**src/rtl/core/kevt_pkg.sv**
```systemverilog
// ----------------------------------------------------------------------------
// kevt_pkg
// Shared types, key codes and escape sequence table for the key event
// to terminal byte converter.
// ----------------------------------------------------------------------------
`default_nettype none

package kevt_pkg;

    localparam logic [15:0] VK_IME_COMPOSE = 16'h00E5;
    localparam logic [15:0] VK_SPACE_KEY   = 16'h0020;
    localparam logic [15:0] VK_PAGE_UP     = 16'h0021;
    localparam logic [15:0] VK_PAGE_DOWN   = 16'h0022;
    localparam logic [15:0] VK_END         = 16'h0023;
    localparam logic [15:0] VK_HOME        = 16'h0024;
    localparam logic [15:0] VK_LEFT        = 16'h0025;
    localparam logic [15:0] VK_UP          = 16'h0026;
    localparam logic [15:0] VK_RIGHT       = 16'h0027;
    localparam logic [15:0] VK_DOWN        = 16'h0028;
    localparam logic [15:0] VK_DELETE      = 16'h002E;

    localparam logic [15:0] WCH_SPACE = 16'h0020;
    localparam logic [15:0] WCH_CR    = 16'h000D;

    localparam int MOD_ALT_R  = 0;
    localparam int MOD_ALT_L  = 1;
    localparam int MOD_CTRL_R = 2;
    localparam int MOD_CTRL_L = 3;
    localparam int MOD_SHIFT  = 4;

    localparam logic [20:0] CP_PLANE1 = 21'h010000;

    localparam int QUEUE_DEPTH = 2;
    localparam int QUEUE_AW    = $clog2(QUEUE_DEPTH);
    localparam int QUEUE_CW    = $clog2(QUEUE_DEPTH + 1);

    typedef struct packed {
        logic        key_down;
        logic [15:0] virtual_key;
        logic [15:0] unicode_unit;
        logic [4:0]  modifier_state;
        logic        last_in_batch;
    } t_key_event;

    typedef struct packed {
        logic [7:0] out_byte;
        logic       last_byte;
    } t_term_byte;

    typedef enum logic {
        CMD_UTF8,
        CMD_SEQ
    } t_cmd_kind;

    typedef enum logic [3:0] {
        SEQ_CTRL_ENTER,
        SEQ_SHIFT_ENTER,
        SEQ_UP,
        SEQ_DOWN,
        SEQ_RIGHT,
        SEQ_LEFT,
        SEQ_HOME,
        SEQ_END,
        SEQ_DELETE,
        SEQ_PAGE_UP,
        SEQ_PAGE_DOWN
    } t_seq;

    typedef struct packed {
        t_cmd_kind   kind;
        logic [20:0] cp;
        t_seq        seq;
        logic [2:0]  len;
    } t_cmd;

    // byte 0 sits in the top slot
    function automatic logic [6:0][7:0] seq_text(input t_seq s);
        logic [6:0][7:0] t;
        t = '0;
        case (s)
            SEQ_CTRL_ENTER:  t = {8'h1B, "[13;5u"};
            SEQ_SHIFT_ENTER: t = {8'h1B, "[13;2u"};
            SEQ_UP:          t = {8'h1B, "[A", 32'h0};
            SEQ_DOWN:        t = {8'h1B, "[B", 32'h0};
            SEQ_RIGHT:       t = {8'h1B, "[C", 32'h0};
            SEQ_LEFT:        t = {8'h1B, "[D", 32'h0};
            SEQ_HOME:        t = {8'h1B, "[H", 32'h0};
            SEQ_END:         t = {8'h1B, "[F", 32'h0};
            SEQ_DELETE:      t = {8'h1B, "[3~", 24'h0};
            SEQ_PAGE_UP:     t = {8'h1B, "[5~", 24'h0};
            SEQ_PAGE_DOWN:   t = {8'h1B, "[6~", 24'h0};
            default:         t = '0;
        endcase
        return t;
    endfunction

    function automatic logic [2:0] seq_len(input t_seq s);
        logic [2:0] n;
        case (s)
            SEQ_CTRL_ENTER, SEQ_SHIFT_ENTER:       n = 3'd7;
            SEQ_DELETE, SEQ_PAGE_UP, SEQ_PAGE_DOWN: n = 3'd4;
            default:                               n = 3'd3;
        endcase
        return n;
    endfunction

    function automatic logic [2:0] utf8_len(input logic [20:0] cp);
        logic [2:0] n;
        priority if (cp < 21'h80) begin
            n = 3'd1;
        end else if (cp < 21'h800) begin
            n = 3'd2;
        end else if (cp < CP_PLANE1) begin
            n = 3'd3;
        end else begin
            n = 3'd4;
        end
        return n;
    endfunction

endpackage

`default_nettype wire

```
**src/rtl/core/kevt_queue.sv**
```systemverilog
// ----------------------------------------------------------------------------
// kevt_queue
// Short command queue between the classifier and the byte sequencer.
// ----------------------------------------------------------------------------
`default_nettype none

module kevt_queue (
    input  wire              i_clk,
    input  wire              i_rst_n,
    input  wire              i_push,
    input  kevt_pkg::t_cmd   i_cmd,
    output logic             o_full,
    input  wire              i_pop,
    output logic             o_empty,
    output kevt_pkg::t_cmd   o_cmd
);
    import kevt_pkg::*;

    t_cmd                r_mem [QUEUE_DEPTH];
    logic [QUEUE_AW-1:0] r_wptr, n_wptr;
    logic [QUEUE_AW-1:0] r_rptr, n_rptr;
    logic [QUEUE_CW-1:0] r_count, n_count;

    always_comb begin
        n_wptr  = r_wptr;
        n_rptr  = r_rptr;
        n_count = r_count;
        if (i_push) begin
            n_wptr = (r_wptr == QUEUE_AW'(QUEUE_DEPTH - 1)) ? '0 : r_wptr + 1'b1;
        end
        if (i_pop) begin
            n_rptr = (r_rptr == QUEUE_AW'(QUEUE_DEPTH - 1)) ? '0 : r_rptr + 1'b1;
        end
        if (i_push && !i_pop) begin
            n_count = r_count + 1'b1;
        end else if (!i_push && i_pop) begin
            n_count = r_count - 1'b1;
        end
    end

    always_ff @(posedge i_clk) begin
        if (!i_rst_n) begin
            r_wptr  <= '0;
            r_rptr  <= '0;
            r_count <= '0;
        end else begin
            r_wptr  <= n_wptr;
            r_rptr  <= n_rptr;
            r_count <= n_count;
        end
    end

    always_ff @(posedge i_clk) begin
        if (i_push) begin
            r_mem[r_wptr] <= i_cmd;
        end
    end

    assign o_full  = (r_count == QUEUE_CW'(QUEUE_DEPTH));
    assign o_empty = (r_count == '0);
    assign o_cmd   = r_mem[r_rptr];

endmodule

`default_nettype wire

```
**src/rtl/core/kevt_front.sv**
```systemverilog
// ----------------------------------------------------------------------------
// kevt_front
// Accepts key events, tracks surrogate and IME state, and turns each
// press that yields output into a UTF-8 or escape sequence command.
// ----------------------------------------------------------------------------
`default_nettype none

module kevt_front (
    input  wire                  i_clk,
    input  wire                  i_rst_n,
    input  wire                  i_valid,
    output logic                 o_ready,
    input  kevt_pkg::t_key_event i_key,
    output logic                 o_push,
    output kevt_pkg::t_cmd       o_cmd,
    input  wire                  i_full
);
    import kevt_pkg::*;

    logic [15:0] r_pending, n_pending;
    logic        r_armed, n_armed;
    logic        accept;
    logic        emit;
    logic        ctrl, shift, no_mods;
    logic        is_high, is_low;
    logic [15:0] wch;
    logic [20:0] cp;
    t_cmd        cmd;

    assign o_ready = !i_full;
    assign accept  = i_valid && !i_full;
    assign wch     = i_key.unicode_unit;
    assign ctrl    = i_key.modifier_state[MOD_CTRL_L] || i_key.modifier_state[MOD_CTRL_R];
    assign shift   = i_key.modifier_state[MOD_SHIFT];
    assign no_mods = (i_key.modifier_state == '0);
    assign is_high = (wch >= 16'hD800) && (wch <= 16'hDBFF);
    assign is_low  = (wch >= 16'hDC00) && (wch <= 16'hDFFF);

    always_comb begin
        n_pending = r_pending;
        n_armed   = r_armed;
        emit      = 1'b0;
        cp        = {5'd0, wch};
        cmd.kind  = CMD_UTF8;
        cmd.cp    = cp;
        cmd.seq   = SEQ_UP;
        cmd.len   = 3'd1;
        if (accept && i_key.key_down) begin
            if (i_key.virtual_key == VK_IME_COMPOSE) begin
                n_armed = 1'b1;
            end else if (wch != '0) begin
                if (r_armed && i_key.virtual_key == VK_SPACE_KEY && wch == WCH_SPACE
                    && no_mods) begin
                    n_armed   = 1'b0;
                    n_pending = '0;
                end else if (is_high) begin
                    n_pending = wch;
                end else begin
                    emit      = 1'b1;
                    n_pending = '0;
                    if (is_low && r_pending != '0) begin
                        cp = CP_PLANE1 + {1'b0, r_pending[9:0], wch[9:0]};
                    end
                    cmd.cp  = cp;
                    cmd.len = utf8_len(cp);
                    if (!(is_low && r_pending != '0) && wch == WCH_CR && (ctrl || shift)) begin
                        cmd.kind = CMD_SEQ;
                        cmd.seq  = ctrl ? SEQ_CTRL_ENTER : SEQ_SHIFT_ENTER;
                        cmd.len  = seq_len(cmd.seq);
                    end
                    if (wch < 16'h0080) begin
                        n_armed = 1'b0;
                    end
                end
            end else begin
                n_pending = '0;
                n_armed   = 1'b0;
                cmd.kind  = CMD_SEQ;
                emit      = 1'b1;
                case (i_key.virtual_key)
                    VK_UP:        cmd.seq = SEQ_UP;
                    VK_DOWN:      cmd.seq = SEQ_DOWN;
                    VK_RIGHT:     cmd.seq = SEQ_RIGHT;
                    VK_LEFT:      cmd.seq = SEQ_LEFT;
                    VK_HOME:      cmd.seq = SEQ_HOME;
                    VK_END:       cmd.seq = SEQ_END;
                    VK_DELETE:    cmd.seq = SEQ_DELETE;
                    VK_PAGE_UP:   cmd.seq = SEQ_PAGE_UP;
                    VK_PAGE_DOWN: cmd.seq = SEQ_PAGE_DOWN;
                    default:      emit    = 1'b0;
                endcase
                cmd.len = seq_len(cmd.seq);
            end
        end
        if (accept && i_key.last_in_batch) begin
            n_pending = '0;
            n_armed   = 1'b0;
        end
    end

    always_ff @(posedge i_clk) begin
        if (!i_rst_n) begin
            r_pending <= '0;
            r_armed   <= 1'b0;
        end else begin
            r_pending <= n_pending;
            r_armed   <= n_armed;
        end
    end

    assign o_push = emit;
    assign o_cmd  = cmd;

endmodule

`default_nettype wire

```
**src/rtl/core/kevt_back.sv**
```systemverilog
// ----------------------------------------------------------------------------
// kevt_back
// Expands queued commands into bytes, one per cycle while the receiver is
// ready, into an output register.
// ----------------------------------------------------------------------------
`default_nettype none

module kevt_back (
    input  wire                  i_clk,
    input  wire                  i_rst_n,
    input  wire                  i_empty,
    input  kevt_pkg::t_cmd       i_cmd,
    output logic                 o_pop,
    output logic                 o_valid,
    input  wire                  i_ready,
    output kevt_pkg::t_term_byte o_byte
);
    import kevt_pkg::*;

    t_cmd            r_cmd;
    logic            r_cmd_valid;
    logic [2:0]      r_idx;
    logic            r_out_valid;
    t_term_byte      r_out;
    logic            produce;
    logic            last;
    logic [2:0]      pos;
    logic [6:0][7:0] txt;
    logic [7:0]      cur_byte;
    logic [7:0]      lead;
    logic [7:0]      cont;

    assign produce = r_cmd_valid && (!r_out_valid || i_ready);
    assign last    = (r_idx == r_cmd.len - 3'd1);
    assign o_pop   = !i_empty && (!r_cmd_valid || (produce && last));
    assign pos     = r_cmd.len - 3'd1 - r_idx;
    assign txt     = seq_text(r_cmd.seq);

    always_comb begin
        case (pos[1:0])
            2'd0:    cont = {2'b10, r_cmd.cp[5:0]};
            2'd1:    cont = {2'b10, r_cmd.cp[11:6]};
            default: cont = {2'b10, r_cmd.cp[17:12]};
        endcase
        case (r_cmd.len)
            3'd1:    lead = r_cmd.cp[7:0];
            3'd2:    lead = {3'b110, r_cmd.cp[10:6]};
            3'd3:    lead = {4'b1110, r_cmd.cp[15:12]};
            default: lead = {5'b11110, r_cmd.cp[20:18]};
        endcase
        unique case (r_cmd.kind)
            CMD_UTF8: cur_byte = (r_idx == '0) ? lead : cont;
            CMD_SEQ:  cur_byte = txt[3'd6 - r_idx];
        endcase
    end

    always_ff @(posedge i_clk) begin
        if (!i_rst_n) begin
            r_cmd_valid <= 1'b0;
            r_idx       <= '0;
            r_out_valid <= 1'b0;
        end else begin
            if (o_pop) begin
                r_cmd_valid <= 1'b1;
                r_idx       <= '0;
            end else if (produce) begin
                r_cmd_valid <= !last;
                r_idx       <= r_idx + 3'd1;
            end
            if (produce) begin
                r_out_valid <= 1'b1;
            end else if (i_ready) begin
                r_out_valid <= 1'b0;
            end
        end
    end

    always_ff @(posedge i_clk) begin
        if (o_pop) begin
            r_cmd <= i_cmd;
        end
        if (produce) begin
            r_out.out_byte  <= cur_byte;
            r_out.last_byte <= last;
        end
    end

    assign o_valid = r_out_valid;
    assign o_byte  = r_out;

endmodule

`default_nettype wire

```
**src/rtl/core/key_event_to_terminal_bytes.sv**
```systemverilog
// ----------------------------------------------------------------------------
// key_event_to_terminal_bytes
// Keyboard event to terminal byte stream converter.
//
// Input channel i_valid/o_ready carries one key event (i_key). Output
// channel o_valid/i_ready carries one byte at a time (o_byte) with
// last_byte set on the final byte caused by an event; events that cause
// nothing produce no output.
// The front stage takes an event every cycle while the two-entry command
// queue has room; surrogate and IME state update at acceptance.
// The back stage emits one byte per cycle while the receiver is ready; an
// event yields 1 to 7 bytes, and sustained throughput is set by that byte
// sequencer. The first byte passes the queue, command and output registers.
// When the receiver stalls, the output register holds its byte, the queue
// fills, and o_ready drops once it is full.
// Synchronous active-low reset clears pending surrogate, IME flag, queue
// and output valid.
// ----------------------------------------------------------------------------
`default_nettype none

module key_event_to_terminal_bytes (
    input  wire                  i_clk,
    input  wire                  i_rst_n,
    input  wire                  i_valid,
    output logic                 o_ready,
    input  kevt_pkg::t_key_event i_key,
    output logic                 o_valid,
    input  wire                  i_ready,
    output kevt_pkg::t_term_byte o_byte
);
    import kevt_pkg::*;

    logic push, pop, full, empty;
    t_cmd front_cmd, queue_cmd;

    kevt_front u_front (
        .i_clk   (i_clk),
        .i_rst_n (i_rst_n),
        .i_valid (i_valid),
        .o_ready (o_ready),
        .i_key   (i_key),
        .o_push  (push),
        .o_cmd   (front_cmd),
        .i_full  (full)
    );

    kevt_queue u_queue (
        .i_clk   (i_clk),
        .i_rst_n (i_rst_n),
        .i_push  (push),
        .i_cmd   (front_cmd),
        .o_full  (full),
        .i_pop   (pop),
        .o_empty (empty),
        .o_cmd   (queue_cmd)
    );

    kevt_back u_back (
        .i_clk   (i_clk),
        .i_rst_n (i_rst_n),
        .i_empty (empty),
        .i_cmd   (queue_cmd),
        .o_pop   (pop),
        .o_valid (o_valid),
        .i_ready (i_ready),
        .o_byte  (o_byte)
    );

endmodule

`default_nettype wire

```
**config.mk**
```make
export PLATFORM = sky130hd
export DESIGN_NAME = key_event_to_terminal_bytes
export DESIGN_NICKNAME = d
export VERILOG_FILES = /design/src/rtl/core/kevt_pkg.sv /design/src/rtl/core/kevt_queue.sv /design/src/rtl/core/kevt_front.sv /design/src/rtl/core/kevt_back.sv /design/src/rtl/core/key_event_to_terminal_bytes.sv
export SDC_FILE = /design/constraint.sdc
export NUM_CORES = 1
export LEC_CHECK = 0
export ABC_CLOCK_PERIOD_IN_PS = 7200
export BUFFER_PORTS_ARGS = -buffer_cell sky130_fd_sc_hd__buf_2
export CORE_UTILIZATION = 40
export CTS_BUF_LIST = sky130_fd_sc_hd__clkbuf_8 sky130_fd_sc_hd__clkbuf_16
export CTS_CLUSTER_SIZE = 30
export DETAILED_ROUTE_END_ITERATION = 12
export PLACE_DENSITY = 0.6
export SLEW_MARGIN = 10
export SYNTH_ARGS = -nofsm -noshare
export SYNTH_HDL_FRONTEND = slang
export SYNTH_SLANG_ARGS = --single-unit
```
**constraint.sdc**
```tcl
create_clock -name i_clk -period 7.2 [get_ports i_clk]
set_input_delay 0.36 -clock i_clk [delete_from_list [all_inputs] [get_ports i_clk]]
set_output_delay 0.36 -clock i_clk [all_outputs]
set_load 0.02 [all_outputs]
```
Yosys cells after proc, flatten, opt, wreduce, memory -nomap -nowiden

Memories as Yosys holds them, arrays and structs flattened. A register that Yosys moved wholly into a read port is not among the register bits.
Index checks and enable logic that the tools add are counted.

Flip-flop bits (word level): 35
Memory bits (writable): 58
Bits in read-only memories: 608
Bits of input ports: 43
Output and inout port bits: 11
Word-level logic and storage cells: 165
Memories kept: 2

Memories:

| memory           | depth | bits a word | read ports | clocked after memory_dff | wr ports | line             | RTL |
|---|---|---|---|---|---|---|---|
| (name not given) | 16    | 38          | 1          | 0                        | 0        | kevt_pkg.sv:80   | `case (s)` |
| u_queue.r_mem    | 2     | 29          | 1          | 1                        | 1        | kevt_queue.sv:19 | `t_cmd r_mem [QUEUE_DEPTH];` |

Add/sub/neg operators: 9
Order comparisons: 9
Equality and inequality tests: 29
Muxes and demuxes: 55
Bitwise logic cells: 3
Reductions and logical operators: 48

Operators with widths:

| operator                                                   | number |
|---|---|
| == test 16 x 6 -> 1 bit (second input constant)            | 11 |
| 2-to-1 mux 21 bit                                          | 7 |
| 2-to-1 mux 29 bit                                          | 4 |
| 2-to-1 mux 16 bit                                          | 3 |
| greater-or-equal comparator 16 bit (second input constant) | 2 |
| <= comparator 16 bit (second input constant)               | 2 |
| one-hot mux 4 bit (8 select lines)                         | 1 |
| nonzero test 16 bit                                        | 2 |
| binary-select mux 8 bit (select 3 bit)                     | 1 |
| == test 4 bit (second input constant)                      | 6 |
| one-hot mux 8 bit (3 select lines)                         | 1 |
| 2-to-1 mux 1 bit                                           | 22 |
| adder 17 x 20 -> 21 bit (first input constant)             | 1 |
| < comparator 21 x 12 -> 1 bit (second input constant)      | 1 |
| < comparator 21 x 17 -> 1 bit (second input constant)      | 1 |
| < comparator 21 x 8 -> 1 bit (second input constant)       | 1 |
| == test 16 x 4 -> 1 bit (second input constant)            | 1 |
| == test 16 x 8 -> 1 bit (second input constant)            | 1 |
| logical AND 1 bit                                          | 16 |
| < comparator 16 x 8 -> 1 bit (second input constant)       | 1 |
| 2-to-1 mux 8 bit                                           | 2 |
| one-hot mux 8 bit (2 select lines)                         | 1 |
| 2-to-1 mux 7 bit                                           | 2 |
| 2-to-1 mux 4 bit                                           | 3 |
| other kinds (33)                                           | 60 |

Logic depth before layout (Yosys ltp)

Depth after elaboration: 19
Gate-level depth with buffers: 10
Gate-level depth less buffers: 9

Hierarchy

A second synthesis with hierarchy kept.

Cells, all modules: 528
Area total of the unflattened synthesis: 6,347.3 sq um

Modules (own cells, without submodules):

| module     | times used | cells each | area each (sq um) | seq. area each (sq um) |
|---|---|---|---|---|
| kevt_back  | 1          | 217        | 2,596.2           | 1,461.4 |
| kevt_queue | 1          | 112        | 2,308.5           | 1,841.8 |
| kevt_front | 1          | 199        | 1,442.6           | 340.3 |

Worst setup path after synthesis

Ideal clock, no wire load.

Path type: input port to flip-flop
From: input port i_key[6] (netlist bit)
To: memory u_queue.r_mem[0][0] (netlist bit) (enable)
Library setup time: 413 ps
Arrival time: 2,788 ps
Data required time: 6,787 ps
Setup slack: 3,999 ps
Stages on the path: 5
Path buffers: 1
Cell sequence: or3_1 > buf_2 > or3_4 > or2_4 > a211oi_2

Word-level cells in the longest chain between the ends: 9
Elaborated cells on any way between the ends: 14
Those cells by class: order compare: 2; eq/ne: 1; mux: 7; reduce/logical: 4

RTL lines:

| item                                                             | line                               | RTL |
|---|---|---|
| from (decl)                                                      | key_event_to_terminal_bytes.sv:26  | `input kevt_pkg::t_key_event i_key,` |
| greater-or-equal comparator 16 bit, or another cell as far along | kevt_front.sv:36                   | `assign is_high = (wch >= 16'hD800) && (wch <= 16'hDBFF);` |
| logical AND 1 bit, on equally long branches                      | kevt_front.sv:36, kevt_front.sv:52 |  |
| 2-to-1 mux 1 bit / logical AND 1 bit (equally long branches)     | kevt_front.sv:56, kevt_front.sv:53 |  |
| 2-to-1 mux 1 bit                                                 | kevt_front.sv:52                   | `if (r_armed && i_key.virtual_key == VK_SPACE_KEY && wch == WCH_SPACE` |
| 2-to-1 mux 1 bit *                                               | kevt_front.sv:51                   | `end else if (wch != '0) begin` |
| 2-to-1 mux 1 bit *                                               | kevt_front.sv:49                   | `if (i_key.virtual_key == VK_IME_COMPOSE) begin` |
| 2-to-1 mux 1 bit *                                               | kevt_front.sv:48                   | `if (accept && i_key.key_down) begin` |
| 2-to-1 mux 1 bit *                                               | kevt_queue.sv:54                   | `if (i_push) begin` |
| 2-to-1 mux 1 bit (not written as such) *                         | kevt_queue.sv:55                   | `r_mem[r_wptr] <= i_cmd;` |
| to (decl)                                                        | kevt_queue.sv:19                   |  |

Mark *: on every way between the ends. The rest lies on a longest branch, timed or not.

Worst setup path after layout

From: register u_back.r_idx[0]
To: register, netlist name u_back.r_cmd[24]

Word-level cells in the longest chain between the ends: 4

RTL lines:

| item                   | line                              | RTL |
|---|---|---|
| from (decl)            | kevt_back.sv:22                   | `logic [2:0] r_idx;` |
| from (signal assigned) | kevt_back.sv:68                   | `r_idx <= r_idx + 3'd1;` |
| == test 3 bit          | kevt_back.sv:34                   | `assign last = (r_idx == r_cmd.len - 3'd1);` |
| logical AND 1 bit      | kevt_back.sv:35                   | `assign o_pop = !i_empty && (!r_cmd_valid \|\| (produce && last));` |
| logical OR 1 bit       | kevt_back.sv:35                   |  |
| logical AND 1 bit      | kevt_back.sv:35                   |  |
| named net pop          | key_event_to_terminal_bytes.sv:33 | `logic push, pop, full, empty;` |

The timed path passes the listed nets, and every way through them passes these cells.
A chain may end at the register's enable or synchronous reset.

==> flow_summary.yaml <==
outcome:
  outcome: "complete, no violations"
worst_setup_path:
  cp_slowest_cell: "inv_1"
  crit_chain: "ha_1, a41oi_1, or2_1, inv_1"
  setup.worst_path.start: "u_back.r_idx[0]"
  timing.rr.end: "u_back.r_cmd[24]"
  rr_worst_depth: 4
  max_stage_delay_ns: 0.78
  endpoint_kind: "flip-flop"
  worstPathRequired_ns: 7.23
  reg2reg_from: "u_back.r_idx[0]"
  reg2reg_slack_ns: 4.38
  cp_max_fo: 29
  path_class: "flip-flop to flip-flop"
  cp_data_arrival_time_ns: 2.85
  worstSetupStartpointType: "flip-flop"
timing:
  hold_viol: 0
  max_slew_margin_pct: 30.4
  tns_ns: 0
  setup_violations: 0
  timing.hold.ws_ns: 0.192
  period_share_pct: 39.2
  min_period_ns: 2.82
  slew_violations: 0
  rsz0062_at_grt: "no"
  setup_ws_ns: 4.38
  fmax_mhz: 355
  tightest_slew_ns: 1.04
  worst_clock_skew_ns: 0.00996
finish:
  layout-area-overhead-vs-synth_pct: 17.0
  drive_above_1_share_pct: 23.0
  layout_commonest_cell: "edfxtp_1"
  fin_nets: 617
  diodes: 0
  fin_cells: 757
  mostFrequentLayoutCells: "96 x edfxtp_1, 53 x buf_2, 38 x a21oi_1"
  fillers: 1275
placed_design:
  dpl.hpwl_um: 9100
  io_buffers: 53
  dpl_worst_slack_ns: 4.29
  gp_congestion: 0.860
  place_inst: 725
synthesis:
  yosys_most_used_dff: "edfxtp_1"
  async_flop_share_pct: 0
  syn_area_per_cell_um2: 11.8
  synthCells: 509
  yosysUniqueCellTypes: 73
  synth_edf_count: 96
  synth-seq-cells: 122
  syn_area_um2: 6020
  synthesis.nets: 566
  ys_seq_area_share_pct: 56.5
  yosys_warnings: 0
floorplan:
  die_w_um: 125
  initial_utilization_pct: 41.3
  rows: 44
  die_area_um2: 15500
  core_area_um2: 14600
  ioPinCount: 54
  die_y_um: 125
clock_network:
  root_buffer: "clkbuf_16"
  cts.sinks: 122
  insertion_delay_ns: 0.41
  cts_made_buffers: 17
  clk_path_buf_depth: 2
  cts.repair.resized: 0
  holdBufCountCts: 0
  clkSlewWorstSetupHoldPaths_ns: 0.05
  post_cts_buffers: 0
  cts_tree: "built"
  htree_levels: 4
route:
  first_pass_iters: 7
  first_iter_violations: 184
  antenna_left: 0
  drt-total-wl_um: 12600
  drc: 0
  routedWlPerCell_um: 16.6
  vias_per_cell: 5.40
  via_count: 4089
min_path:
  min_path_type: "primary input to flip-flop"
  min_from: "i_key[6]"
  min_path_cells: 1
  hold_end: "u_queue.r_mem[1][7]"
power_and_ir_drop:
  vdd_drop_max_v: 0.000173
  total_power_mw: 2.47
  p_leak_nw: 2.49
  power_per_cell_area_nw_per_um2: 351
grt:
  grt_pass1_vias: 3989
  track_usage_pct: 16.9
  grt_max_degree: 31
  grt_pass1_wl_um: 20300
  antenna_found_initial: 0
  grt.overflow.total: 0
flow_run:
  drv_cap: 0
[cell type report]
class                   instances  area [µm²]  area share [%]
clock inverters                15         159            2.26
clock buffers                  17         425            6.04
flip-flops and latches        122        3400            48.3
repair buffers                 58         303            4.30
well taps                     184         230            3.27
inverters                      19        71.3            1.01
multi-input cells             342        2450            34.8
[per-stage QoR]
stage | util [%] | cell area [µm²]
finish | 48.3 | 7040
global placement | 44.3 | 6460
floorplan | - | 6020
global route | 48.3 | 7040
CTS | 48.3 | 7040
detailed placement | 44.3 | 6460
[synth_stat cells, drive strengths merged, types with 7 or more instances]
master  instances  share of area (%)
clkbuf         20                1.2
nor2           35                2.2
ha             14                2.9
nor4            8                1.2
dfxtp          26                8.6
mux2i          10                1.7
nand2          34                2.1
nand3          19                1.7
nand4           9               0.94
edfxtp         96                 48
mux2           33                6.2
nor3            7               0.77
o21ai          16                1.3
nand2b          7               0.73
or2             7               0.77
inv            19                1.2
a211oi          9                1.3
a21oi          38                3.2
[routing by layer]
layer | GRT usage, % | share of wire (%)
met4 | 8.01 | 1.6
met1 | 21.8 | 46
met3 | 3.74 | 4.0
met5 | 0 | 0
met2 | 26.8 | 48
[where the power goes]
group / switching (mW) / total, mW / internal (mW)
clock network: 0.293 / 0.829 / 0.537
logic: 0.362 / 0.613 / 0.251
registers: 0.0949 / 1.03 / 0.935
total: 0.749 / 2.47 / 1.72
[worst max path at each step]
stage / end / slack (ns)
after floorplan: u_queue.r_mem[0][0] / 4.00
after global placement: u_queue.r_mem[1][25] / 4.35
after detailed placement: u_queue.r_mem[1][19] / 4.29
after CTS: u_back.r_cmd[25] / 4.36
after global routing: u_back.r_cmd[19] / 4.16
final: u_back.r_cmd[24] / 4.38
[kinds of logic (layout without fill, tap and decap cells)]
kind of cell,count (synthesis),after routing,share of synthesized area [%]
AND/OR/NAND/NOR,165,165,15.6
adder cells (fa/ha/maj),14,14,2.91
multiplexers,43,43,7.84
AO/OA/AOI/OAI,107,107,11.8
XOR/XNOR,13,13,2.37
buffers and inverters,45,109,2.97
flip-flops,122,122,56.5
[critical path: cells and delay by family, from the launching register on]
family | cells | cell delay, ns
flops | 1 | 0.64
simple gates | 1 | 0.34
buf+inv | 1 | 0.78
compound gates | 1 | 0.19
fa+ha+maj | 1 | 0.47
[flip-flops by register name (all words and copies together) (netlist names)]
signal              flops
u_queue.r_mem          58
u_back.r_cmd           29
u_front.r_pending      16
u_back.o_byte           9
u_back.r_idx            3
u_queue.r_count         2
u_back.o_valid          1
u_back.r_cmd_valid      1
u_front.r_armed         1
u_queue.r_rptr          1
u_queue.r_wptr          1
Power figures use the tool's default switching activity.
